**src/fdvs_pkg.sv**
```systemverilog
package fdvs_pkg;

  localparam int unsigned MaxValuesDef = 256;
  localparam int unsigned DomainSizeW  = 9;
  localparam int unsigned ValueW       = 8;
  localparam int unsigned CountW       = 9;
  localparam int unsigned OutDataW     = 40;

  localparam logic [31:0] NoLink32 = 32'h7FFF_FFFF;

  typedef enum logic [1:0] {
    OpInit   = 2'd0,
    OpRemove = 2'd1,
    OpAdd    = 2'd2,
    OpInst   = 2'd3
  } op_e;

  typedef enum logic [1:0] {
    EvNone         = 2'd0,
    EvRemoval      = 2'd1,
    EvInstantiated = 2'd2,
    EvEmpty        = 2'd3
  } ev_e;

endpackage

```
**src/fdvs_ram.sv**
```systemverilog
module fdvs_ram #(
  parameter int unsigned Width = 8,
  parameter int unsigned Depth = 16
) (
  input  logic                     clk_i,
  input  logic                     we_i,
  input  logic [$clog2(Depth)-1:0] waddr_i,
  input  logic [Width-1:0]         wdata_i,
  input  logic [$clog2(Depth)-1:0] raddr_i,
  output logic [Width-1:0]         rdata_o
);

  logic [Width-1:0] mem_q [Depth];
  logic [Width-1:0] rdata_q;

  always_ff @(posedge clk_i) begin
    if (we_i) begin
      mem_q[waddr_i] <= wdata_i;
    end
    rdata_q <= mem_q[raddr_i];
  end

  assign rdata_o = rdata_q;

endmodule

```
**src/finite_domain_value_store.sv**
```systemverilog
// Domain store for one finite-domain variable over values 0..MaxValues-1. Each input beat carries
// an operation in tuser (init, remove, add above the maximum, instantiate) and a value in tdata;
// each beat gives exactly one output beat with the event and the lowest, highest, count and
// fixed value after the operation. Remove, add and instantiate read the one-read one-write link
// memory in the states StRd0 to StRd3, evaluate in StExec and, when the link memory is updated,
// write up to three link slots in StWr. Outside init, a value of MaxValues or more skips the
// link memory. Init rewrites every link slot, one per cycle; after reset the same clearing pass
// runs before the first input beat is taken, while configuration writes are taken as usual.
module finite_domain_value_store #(
  parameter int unsigned MaxValues = fdvs_pkg::MaxValuesDef
) (
  input  logic                                clk_i,
  input  logic                                rst_ni,
  input  logic                                cfg_we_i,
  input  logic [fdvs_pkg::DomainSizeW-1:0]    cfg_wdata_i,
  input  logic                                s_axis_tvalid,
  output logic                                s_axis_tready,
  input  logic [fdvs_pkg::ValueW-1:0]         s_axis_tdata,  // value
  input  logic [1:0]                          s_axis_tuser,  // op
  output logic                                m_axis_tvalid,
  input  logic                                m_axis_tready,
  // event_res, lowest, highest, count, is_fixed, fixed_value, zero fill
  output logic [fdvs_pkg::OutDataW-1:0]       m_axis_tdata
);

  localparam int unsigned SlotCount = MaxValues + 1;
  localparam int unsigned AddrW     = $clog2(SlotCount);
  localparam int unsigned LinkW     = $clog2(MaxValues) + 2;
  localparam logic [LinkW-1:0] NoCode     = {1'b0, {(LinkW-1){1'b1}}};
  localparam logic [31:0]      SlotCnt32  = 32'(SlotCount);
  localparam logic [31:0]      MaxVal32   = 32'(MaxValues);
  localparam logic [AddrW-1:0] LastSlot   = AddrW'(SlotCount - 1);

  typedef enum logic [3:0] {
    StIdle, StInit, StRd0, StRd1, StRd2, StRd3, StExec, StWr, StDone
  } st_e;

  function automatic logic [31:0] dec(input logic [LinkW-1:0] x);
    dec = (x == NoCode) ? fdvs_pkg::NoLink32 : {{(32-LinkW){x[LinkW-1]}}, x};
  endfunction

  function automatic logic [LinkW-1:0] enc(input logic [31:0] x);
    enc = (x == fdvs_pkg::NoLink32) ? NoCode : x[LinkW-1:0];
  endfunction

  st_e                            state_q, state_d;
  fdvs_pkg::op_e                  op_q, op_d;
  fdvs_pkg::ev_e                  ev_q, ev_d;
  logic [fdvs_pkg::ValueW-1:0]    val_q, val_d;
  logic                           emit_q, emit_d;
  logic [AddrW-1:0]               sweep_q, sweep_d;
  logic [AddrW-1:0]               n_q, n_d;
  logic [fdvs_pkg::DomainSizeW-1:0] ds_q, ds_d;
  logic [LinkW-1:0]               low_q, low_d, high_q, high_d;
  logic [fdvs_pkg::CountW-1:0]    cnt_q, cnt_d;
  logic [fdvs_pkg::ValueW-1:0]    asg_q, asg_d;
  logic                           asg_v_q, asg_v_d;
  logic [LinkW-1:0]               li_q, li_d, lb_q, lb_d, nx_q, nx_d;
  logic                           wen_q [3];
  logic                           wen_d [3];
  logic [AddrW-1:0]               waddr_q [3];
  logic [AddrW-1:0]               waddr_d [3];
  logic [LinkW-1:0]               wdat_q [3];
  logic [LinkW-1:0]               wdat_d [3];
  logic [1:0]                     widx_q, widx_d;
  logic                           out_v_q, out_v_d;
  logic [fdvs_pkg::OutDataW-1:0]  out_data_q, out_data_d;

  logic                           ram_we;
  logic [AddrW-1:0]               ram_waddr, ram_raddr;
  logic [LinkW-1:0]               ram_wdata, ram_rdata;

  logic [31:0] i32, li32, lb32, nx32, lo32, hi32, prev32, newlo32, newhi32, ds32, n32;
  logic [AddrW-1:0] i_addr;
  logic             fin;

  fdvs_ram #(
    .Width (LinkW),
    .Depth (SlotCount)
  ) u_links (
    .clk_i   (clk_i),
    .we_i    (ram_we),
    .waddr_i (ram_waddr),
    .wdata_i (ram_wdata),
    .raddr_i (ram_raddr),
    .rdata_o (ram_rdata)
  );

  assign i32    = 32'(val_q);
  assign i_addr = AddrW'(val_q);
  assign li32   = dec(li_q);
  assign lb32   = dec(lb_q);
  assign nx32   = dec(nx_q);
  assign lo32   = dec(low_q);
  assign hi32   = dec(high_q);
  assign prev32 = (lb32 == i32) ? i32 - 32'd2 : lb32;
  assign ds32   = 32'(ds_q);
  assign n32    = (ds32 == 32'd0) ? 32'd1 : ((ds32 > MaxVal32) ? MaxVal32 : ds32);

  assign s_axis_tready = (state_q == StIdle);
  assign m_axis_tvalid = out_v_q;
  assign m_axis_tdata  = out_data_q;

  // link memory ports
  always_comb begin
    ram_we    = 1'b0;
    ram_waddr = sweep_q;
    ram_wdata = (sweep_q < n_q) ? LinkW'(sweep_q) : NoCode;
    ram_raddr = i_addr;
    case (state_q)
      StInit: begin
        ram_we = 1'b1;
      end
      StWr: begin
        ram_we    = wen_q[widx_q];
        ram_waddr = waddr_q[widx_q];
        ram_wdata = wdat_q[widx_q];
      end
      StRd1: begin
        ram_raddr = AddrW'(i_addr - AddrW'(1));
      end
      StRd2: begin
        ram_raddr = AddrW'(i_addr + AddrW'(1));
      end
      default: begin
        ram_raddr = i_addr;
      end
    endcase
  end

  always_comb begin
    state_d    = state_q;
    op_d       = op_q;
    ev_d       = ev_q;
    val_d      = val_q;
    emit_d     = emit_q;
    sweep_d    = sweep_q;
    n_d        = n_q;
    ds_d       = cfg_we_i ? cfg_wdata_i : ds_q;
    low_d      = low_q;
    high_d     = high_q;
    cnt_d      = cnt_q;
    asg_d      = asg_q;
    asg_v_d    = asg_v_q;
    li_d       = li_q;
    lb_d       = lb_q;
    nx_d       = nx_q;
    widx_d     = widx_q;
    out_v_d    = out_v_q && !m_axis_tready;
    out_data_d = out_data_q;
    newlo32    = lo32;
    newhi32    = hi32;
    fin        = 1'b0;
    for (int k = 0; k < 3; k++) begin
      wen_d[k]   = wen_q[k];
      waddr_d[k] = waddr_q[k];
      wdat_d[k]  = wdat_q[k];
    end

    case (state_q)
      StIdle: begin
        if (s_axis_tvalid) begin
          op_d  = fdvs_pkg::op_e'(s_axis_tuser);
          val_d = s_axis_tdata;
          if (fdvs_pkg::op_e'(s_axis_tuser) == fdvs_pkg::OpInit) begin
            n_d     = AddrW'(n32);
            sweep_d = '0;
            emit_d  = 1'b1;
            state_d = StInit;
          end else if (32'(s_axis_tdata) >= MaxVal32) begin
            ev_d    = fdvs_pkg::EvNone;
            state_d = StDone;
          end else begin
            state_d = StRd0;
          end
        end
      end
      StInit: begin
        sweep_d = AddrW'(sweep_q + AddrW'(1));
        if (sweep_q == LastSlot) begin
          low_d   = '0;
          high_d  = LinkW'(LinkW'(n_q) - LinkW'(1));
          cnt_d   = fdvs_pkg::CountW'(n_q);
          asg_d   = '0;
          asg_v_d = (n_q == AddrW'(1));
          ev_d    = fdvs_pkg::EvNone;
          state_d = emit_q ? StDone : StIdle;
        end
      end
      StRd0: begin
        state_d = StRd1;
      end
      StRd1: begin
        li_d    = ram_rdata;
        state_d = StRd2;
      end
      StRd2: begin
        lb_d    = (val_q == '0) ? NoCode : ram_rdata;
        state_d = StRd3;
      end
      StRd3: begin
        nx_d    = ram_rdata;
        state_d = StExec;
      end
      StExec: begin
        for (int k = 0; k < 3; k++) begin
          wen_d[k] = 1'b0;
        end
        ev_d = fdvs_pkg::EvNone;
        case (op_q)
          fdvs_pkg::OpRemove: begin
            if (li32 != i32) begin
              ev_d = fdvs_pkg::EvNone;
            end else if (lo32 == hi32) begin
              ev_d = fdvs_pkg::EvEmpty;
            end else begin
              cnt_d = cnt_q - fdvs_pkg::CountW'(1);
              if (i32 == lo32) begin
                low_d      = enc(nx32);
                newlo32    = nx32;
                wen_d[0]   = 1'b1;
                waddr_d[0] = i_addr;
                wdat_d[0]  = NoCode;
                fin        = 1'b1;
              end else if (i32 == hi32) begin
                high_d     = enc(prev32);
                newhi32    = prev32;
                wen_d[0]   = 1'b1;
                waddr_d[0] = i_addr;
                wdat_d[0]  = NoCode;
                fin        = 1'b1;
              end else begin
                wen_d[0]   = (prev32 != i32 - 32'd1);
                waddr_d[0] = i_addr;
                wdat_d[0]  = NoCode;
                wen_d[1]   = (prev32 + 32'd2 != nx32) && (nx32 - 32'd1 < SlotCnt32);
                waddr_d[1] = AddrW'(nx32 - 32'd1);
                wdat_d[1]  = enc(prev32);
                wen_d[2]   = (prev32 + 32'd1 < SlotCnt32);
                waddr_d[2] = AddrW'(prev32 + 32'd1);
                wdat_d[2]  = enc(nx32);
                ev_d       = fdvs_pkg::EvRemoval;
              end
              if (fin) begin
                if (newlo32 == newhi32) begin
                  asg_d   = newlo32[fdvs_pkg::ValueW-1:0];
                  asg_v_d = 1'b1;
                  ev_d    = fdvs_pkg::EvInstantiated;
                end else begin
                  ev_d = fdvs_pkg::EvRemoval;
                end
              end
            end
          end
          fdvs_pkg::OpAdd: begin
            if (i32 > hi32) begin
              wen_d[0]   = 1'b1;
              waddr_d[0] = i_addr;
              wdat_d[0]  = enc(i32);
              high_d     = enc(i32);
              cnt_d      = cnt_q + fdvs_pkg::CountW'(1);
              if (hi32 < i32 - 32'd1) begin
                wen_d[1]   = (hi32 != i32 - 32'd2);
                waddr_d[1] = AddrW'(i32 - 32'd1);
                wdat_d[1]  = enc(hi32);
                wen_d[2]   = (hi32 + 32'd1 < SlotCnt32);
                waddr_d[2] = AddrW'(hi32 + 32'd1);
                wdat_d[2]  = enc(i32);
              end
              asg_v_d = 1'b0;
              asg_d   = '0;
            end
          end
          fdvs_pkg::OpInst: begin
            if (li32 != i32) begin
              ev_d = fdvs_pkg::EvEmpty;
            end else if (!asg_v_q) begin
              asg_d   = val_q;
              asg_v_d = 1'b1;
              low_d   = enc(i32);
              high_d  = enc(i32);
              cnt_d   = fdvs_pkg::CountW'(1);
              ev_d    = fdvs_pkg::EvInstantiated;
            end
          end
          default: begin
            ev_d = fdvs_pkg::EvNone;
          end
        endcase
        widx_d  = '0;
        state_d = (wen_d[0] || wen_d[1] || wen_d[2]) ? StWr : StDone;
      end
      StWr: begin
        widx_d = widx_q + 2'd1;
        if (widx_q == 2'd2) begin
          state_d = StDone;
        end
      end
      StDone: begin
        if (!out_v_q || m_axis_tready) begin
          out_v_d    = 1'b1;
          out_data_d = {4'b0,
                        (asg_v_q ? asg_q : {fdvs_pkg::ValueW{1'b0}}),
                        asg_v_q,
                        cnt_q,
                        hi32[7:0],
                        lo32[7:0],
                        ev_q};
          state_d    = StIdle;
        end
      end
      default: begin
        state_d = StIdle;
      end
    endcase
  end

  always_ff @(posedge clk_i or negedge rst_ni) begin
    if (!rst_ni) begin
      state_q <= StInit;
      op_q    <= fdvs_pkg::OpInit;
      ev_q    <= fdvs_pkg::EvNone;
      emit_q  <= 1'b0;
      sweep_q <= '0;
      n_q     <= AddrW'(1);
      ds_q    <= fdvs_pkg::DomainSizeW'(1);
      low_q   <= '0;
      high_q  <= '0;
      cnt_q   <= fdvs_pkg::CountW'(1);
      asg_q   <= '0;
      asg_v_q <= 1'b0;
      widx_q  <= '0;
      out_v_q <= 1'b0;
      for (int k = 0; k < 3; k++) begin
        wen_q[k] <= 1'b0;
      end
    end else begin
      state_q <= state_d;
      op_q    <= op_d;
      ev_q    <= ev_d;
      emit_q  <= emit_d;
      sweep_q <= sweep_d;
      n_q     <= n_d;
      ds_q    <= ds_d;
      low_q   <= low_d;
      high_q  <= high_d;
      cnt_q   <= cnt_d;
      asg_q   <= asg_d;
      asg_v_q <= asg_v_d;
      widx_q  <= widx_d;
      out_v_q <= out_v_d;
      for (int k = 0; k < 3; k++) begin
        wen_q[k] <= wen_d[k];
      end
    end
  end

  always_ff @(posedge clk_i) begin
    val_q      <= val_d;
    li_q       <= li_d;
    lb_q       <= lb_d;
    nx_q       <= nx_d;
    out_data_q <= out_data_d;
    for (int k = 0; k < 3; k++) begin
      waddr_q[k] <= waddr_d[k];
      wdat_q[k]  <= wdat_d[k];
    end
  end

`ifndef ASSERT_OFF
  a_no_write_idle: assert property (@(posedge clk_i) disable iff (!rst_ni)
    (state_q == StIdle) |-> !ram_we)
    else $error("link memory written while idle");

  a_busy_after_accept: assert property (@(posedge clk_i) disable iff (!rst_ni)
    (s_axis_tvalid && s_axis_tready) |=> (state_q != StIdle))
    else $error("accepted beat not processed");

  a_unassigned_zero: assert property (@(posedge clk_i) disable iff (!rst_ni)
    !asg_v_q |-> (asg_q == '0))
    else $error("fixed value held without assignment");

  a_sweep_bound: assert property (@(posedge clk_i) disable iff (!rst_ni)
    (state_q == StInit) |-> (sweep_q <= LastSlot))
    else $error("clearing pass beyond last slot");

  a_load_from_done: assert property (@(posedge clk_i) disable iff (!rst_ni)
    $rose(out_v_q) |-> ($past(state_q) == StDone))
    else $error("output beat loaded outside done state");
`endif

endmodule

```
**config.mk**
```make
export PLATFORM = sky130hd
export DESIGN_NAME = finite_domain_value_store
export DESIGN_NICKNAME = d
export VERILOG_FILES = /design/src/fdvs_pkg.sv /design/src/fdvs_ram.sv /design/src/finite_domain_value_store.sv
export SDC_FILE = /design/constraint.sdc
export NUM_CORES = 2
export LEC_CHECK = 0
export BUFFER_PORTS_ARGS = -buffer_cell sky130_fd_sc_hd__buf_2
export CORE_ASPECT_RATIO = 0.8
export CORE_MARGIN = 2
export CORE_UTILIZATION = 40
export CTS_BUF_LIST = sky130_fd_sc_hd__clkbuf_4
export DETAILED_ROUTE_END_ITERATION = 16
export GPL_TIMING_DRIVEN = 0
export PLACE_DENSITY = 0.58
export SLEW_MARGIN = 10
export SYNTH_ARGS = -nofsm -noshare
export SYNTH_HDL_FRONTEND = slang
export SYNTH_HIERARCHICAL = 1
export SYNTH_SLANG_ARGS = --single-unit
```
**constraint.sdc**
```tcl
create_clock -name clk_i -period 11.9 [get_ports clk_i]
set_clock_uncertainty 0.05 [all_clocks]
set_input_delay 2.38 -clock clk_i [delete_from_list [all_inputs] [get_ports clk_i]]
set_output_delay 2.38 -clock clk_i [all_outputs]
set_load 0.03 [all_outputs]
```
Word level (Yosys, flattened, before mapping) --
Memories as Yosys holds them, arrays and structs flattened. A register that Yosys moved wholly into a read port is not among the register bits. Cells that the tools add are included.
Cells by class: reductions and logical operators 27, eq/ne operators 61, order comparisons 8, add/subtract/negate cells 13, multiplexer cells 132, bitwise operators 1
Operator list (number):
- $mux 32 | 17
- $mux 10 | 16
- $mux 30 | 4
- $mux 27 | 4
- $mux 9 | 12
- $eq 32x31->1 const B | 3
- $lt 32x9->1 const B | 3
- $ne 32x32->1 | 3
- $add 32x1->32 const B | 2
- $eq 32x32->1 | 2
- $eq 8x32->1 | 2
- $mux 8 | 8
- $mux 20 | 3
- $pmux 10 s2 | 3
- $pmux 30 s2 | 1
- $mux 18 | 3
- $pmux 27 s2 | 1
- $pmux 9 s2 | 3
- $eq 10x9->1 const B | 5
- $ne 3x3->1 const B | 16
- $pmux 4 s9 | 1
- $add 32x2->32 const B | 1
- $eq 32x8->1 | 1
- $gt 8x32->1 | 1
- 58 further kinds | 127
Word-level totals: bits of input ports 24, register bits 154, output and inout bits 42, word-level logic and storage cells 268, memory bits (writable) 2627, memories kept 3
Memory list:
- u_links.mem_q | depth 257, bits a word 10, read ports 1, clocked after Yosys merged registers in 1, wr ports 1, RTL line fdvs_ram.sv:13 | logic [Width-1:0] mem_q [Depth];
- wdat_q | depth 3, bits a word 10, read ports 1, clocked after Yosys merged registers in 0, wr ports 3, RTL line finite_domain_value_store.sv:63 | logic [LinkW-1:0] wdat_q [3];
- waddr_q | depth 3, bits a word 9, read ports 1, clocked after Yosys merged registers in 0, wr ports 3, RTL line finite_domain_value_store.sv:61 | logic [AddrW-1:0] waddr_q [3];

Depth between registers and ports, before layout --
depth after elaboration 17, mapped depth 25, mapped depth without buffers 23

Modules after synthesis --
The synthesis kept the hierarchy.
By module, submodules not included:
- fdvs_ram | cells each 4663, sequential area each 77374.2 um^2, times used 1, area each 98952.4 um^2
- finite_domain_value_store | cells each 1528, sequential area each 5880.6 um^2, times used 1, area each 14396.3 um^2

Worst setup path before layout --
No wires, ideal clock.
path kind register to register, start point reg state_q[0], end point mem u_links/mem_q[0][8] in the netlist's numbering (data pin), required time 10.259 ns, setup slack 1.913 ns, path buffers 1, cell stages (with the launch flop) 6, period minus slack after synthesis 9.987 ns, data arrival time 8.346 ns, setup time 1.591 ns, cells stage by stage dfstp_2 -> clkbuf_1 -> nand2_1 -> nor2_1 -> nor2_1 -> o22ai_1
On the way: longest elaborated chain between the ends 2
Ends and longest elaborated chain:
- start: declaration | RTL line finite_domain_value_store.sv:46 | st_e state_q, state_d;
- start signal: assignment | RTL line finite_domain_value_store.sv:320 | state_q <= StInit;
- start signal: assignment | RTL line finite_domain_value_store.sv:338 | state_q <= state_d;
- $eq 4x3->1 | RTL line finite_domain_value_store.sv:110 | case (state_q)
- $mux 10 | RTL line finite_domain_value_store.sv:110
- net ram_wdata[8] | RTL line finite_domain_value_store.sv:71 | logic [LinkW-1:0] ram_wdata, ram_rdata;
- end: declaration | RTL line fdvs_ram.sv:13
The timed path passes the listed nets, and every way through them passes these cells.

Final worst setup path --
start point reg val_q[2] in the netlist's numbering, end point reg state_q[2]
On the way: longest elaborated chain between the ends 15, elaborated cells on any way between the ends 30, those cells by class add/sub (4); order compare (3); eq/ne (7); mux (13); reduce/logical (3)
Ends and longest elaborated chain:
- start: declaration | RTL line finite_domain_value_store.sv:49 | logic [fdvs_pkg::ValueW-1:0] val_q, val_d;
- start signal: assignment | RTL line finite_domain_value_store.sv:359 | val_q <= val_d;
- parallel branches: the longest is 9 deep, another holds $add 32x1->32
- $pmux 3 s2 (*) | RTL line finite_domain_value_store.sv:210 | case (op_q)
- $mux 3 (*) | RTL line finite_domain_value_store.sv:160 | case (state_q)
- $logic_or 1x1->1 | RTL line finite_domain_value_store.sv:291 | state_d = (wen_d[0] || wen_d[1] || wen_d[2]) ? StWr : StDone;
- $logic_or 1x1->1 (*) | RTL line finite_domain_value_store.sv:291
- $mux 4 (*) | RTL line finite_domain_value_store.sv:291
- $pmux 4 s9 (*) | RTL line finite_domain_value_store.sv:160
Every way passes the cells marked *. The select of a mux whose other input is x is not followed. A chain may end at the register's enable or synchronous reset.

==> metrics.md <==
| Metric | Value |
|---|---|
| Status | `finished clean` |
| Reg clk slew, reported paths | `0.06 ns` |
| Fin crit share | `between 70% and 80%` |
| FP Rows | `about 170` |
| CTS max path bufs | `4` |
| CTS tree | `done` |
| Max-slew headroom | `5.04%` |
| Final std cells w/o fill | `11,500` |
| DR vias | `66,600` |
| Power per Cell Area | `~250 nW/µm²` |
| Vias in the first global route | `65,500` |
| Port Buf Inserts | `60` |
| Drt initial violations | `about 9,100` |
| Seq/Total Area, Yosys | `between 70% and 80%` |
| I/O Pins | `66` |
| VDD IR-drop max | `132 µV` |
| Worst-skew pair later-pin latency | `about 1.4 ns` |
| Synth warn | `6` |
| Crit Path Category | `reg2reg` |
| Die Span X | `599 µm` |
| Maxcap violations | `0` |
| Commonest non-fill, non-tap cell in the layout | `edfxtp_1` |
| Crit-path slowest cell | `clkbuf_1` |
| Chip Height | `about 480 µm` |
| Largest net degree at the start of global routing | `45` |
| Most frequent cells in the layout | `edfxtp_1 (2,699), clkbuf_4 (983), mux4_2 (570)` |
| Drt drc | `0` |
| Net count, final | `7,310` |
| Routability congestion estimate | `between 0.9 and 1` |
| Share of cells above drive strength 1 | `28.7%` |
| CP max stage delay | `0.85 ns` |
| WL/cell | `29.4 µm` |
| Fraction of registers with async set or reset after synthesis | `2.87%` |
| Mapped cell area | `113,000 µm²` |
| Final TNS setup | `0 ns` |
| Die area | `288,000 µm²` |
| CTS H-tree depth | `6` |
| Synth cell types | `slightly below 90` |
| Drt total wl | `337 mm` |
| Worst Path Required | `13.08 ns` |
| Startpoint Class | `flop` |
| Via/cell ratio | `5.80` |
| HPWL after DPL | `237 mm` |
| Crit path max fanout | `10` |
| DRT Pass-1 Iters | `6` |
| RSZ-0062 raised after global routing | `no` |
| Worst Hold Class | `reg2reg` |
| Resized cells post-CTS | `0` |
| Core Area | `281,000 µm²` |
| Placed cells | `10,300` |
| Leakage power | `42.3 nW` |
| Max Clk Rate | `109 MHz` |
| Clk root buf | `clkbuf_4` |
| #FFs+latches synth | `2,789` |
| Worst-Margin Slew | `1.42 ns` |
| Setup-failing EPs final | `0` |
| # clock sinks | `2,789` |
| CTS buffer count | `about 700` |
| Detail Route Antenna Nets | `0` |
| Worst path bufs/invs | `5` |
| Endpoint kind of the worst setup timing path | `flop` |
| Hold_buf cts | `0` |
| Critical Path AT | `10.38 ns` |
| Initial antenna violation count | `18` |
| Slew Viols, Final | `0` |
| Cell count after synthesis | `6,191` |
| EDFF count, synth | `2,699` |
| Initial core utilization | `40.3%` |
| First-pass GRT wire length | `472 mm` |
| Mean area per synthesized cell | `around 18 µm²` |
| Hold Vio Cnt, Final | `0` |
| Layout overhead on the synthesized area | `14.3%` |
| Largest delay share family, worst path | `simple AND/OR/NAND/NOR gates` |
| GRT overflow | `0` |
| Gr usage total | `23.1%` |
| Postcts setup bufs | `0` |
| Most used flip-flop cell after synthesis | `edfxtp_1` |
| Tmin final | `9.20 ns` |
==> metrics by stage <==
stage | instance area (µm²) | power (mW) | util, % | setup WS (ns) | hold WS [ns]
global placement | 118000 | 24.5 | 42.1 | -8.66 | 0.400
finish | 130000 | 32.5 | 46.0 | 2.70 | 0.393
global route | 130000 | 33.7 | 46.0 | 2.38 | 0.378
CTS | 130000 | 32.5 | 46.0 | 3.09 | 0.388
detailed placement | 121000 | 24.5 | 42.9 | 3.13 | 0.405
floorplan | 113000 | 20.2 | - | 1.91 | 0.367
==> state kept, by name (all words and copies together), names as in the netlist, 9 cells and up <==
name and flops:
m_axis_tdata 36, lb_q 10, cnt_q 9, low_q 10, nx_q 10, high_q 10, sweep_q 9, u_links/rdata_o 10
u_links/mem_q 2570, li_q 10, wdat_q 29, n_q 9, waddr_q 26, ds_q 9
==> report_power, final <==
part / internal (mW) / switching, mW
registers: 12.7 / 0.163
clock network: 4.14 / 3.86
logic: 4.06 / 7.57
total: 20.9 / 11.6
==> final cells by class <==
| class | count | area (µm²) |
|---|---|---|
| Multi-Input combinational cell | 2934 | 28200 |
| Tap cell | 3784 | 4730 |
| Sequential cell | 2789 | 83300 |
| Antenna cell | 20 | 50.0 |
| Clock buffer | 983 | 7380 |
| Buffer | 398 | 1770 |
| Clock inverter | 202 | 1300 |
| Timing Repair Buffer | 305 | 2620 |
| Fill cell | 24400 | 152000 |
| Inverter | 73 | 274 |
==> synth_stat cells (all sizes together) (26+ instances only) <==
master | count | area (µm²)
edfxtp | 2699 | 81000
a211oi | 47 | 353
nor4 | 26 | 169
o21ai | 121 | 606
a41oi | 26 | 243
o22ai | 80 | 500
nand2b | 29 | 181
mux2i | 154 | 1550
nor2b | 28 | 175
nor2 | 386 | 1450
o31ai | 44 | 330
nor3 | 75 | 385
buf | 152 | 820
dfrtp | 76 | 1900
clkbuf | 246 | 923
mux2 | 96 | 1080
nand2 | 303 | 1140
inv | 69 | 259
ha | 85 | 1060
nand3 | 85 | 425
xor2 | 44 | 385
a21oi | 178 | 891
a22oi | 189 | 1420
xnor2 | 71 | 622
mux4 | 570 | 12800
==> worst register-to-register path: cells and delay by family, from the launching register on <==
family	cells	cell delay, ns
buf+inv	5	1.97
flops	1	0.70
mux	2	0.54
fa+ha+maj	3	1.22
simple gates	11	3.07
compound gates	4	1.55
==> worst paths after layout <==
check	slack, ns	depth (start not counted)	endpoint	from
max in group asynchronous	10.17	2	state_q[0]	rst_ni
min	0.39	0	m_axis_tdata[0]	ev_q[0]
min reg2reg	0.39	0	m_axis_tdata[0]	ev_q[0]
min in group asynchronous	0.93	1	ds_q[6]	rst_ni
max	2.70	25	state_q[2]	val_q[2]
max reg2reg	2.70	25	state_q[2]	val_q[2]
==> cells by family after synthesis <==
| family | synth area share (%) |
|---|---|
| compound gates | 4.85 |
| xor+xnor | 0.889 |
| fa+ha+maj | 0.956 |
| buf+inv | 1.78 |
| flops | 73.5 |
| mux | 13.6 |
| other cells | 0.00331 |
| simple gates | 4.43 |
==> per-layer routing <==
layer | track usage [%] | wire, µm
met4 | 6.57 | 8370
met2 | 32.8 | 146000
met1 | 34.1 | 143000
met5 | 0 | 73
met3 | 7.11 | 40700
(Power assumes the default switching activity.)
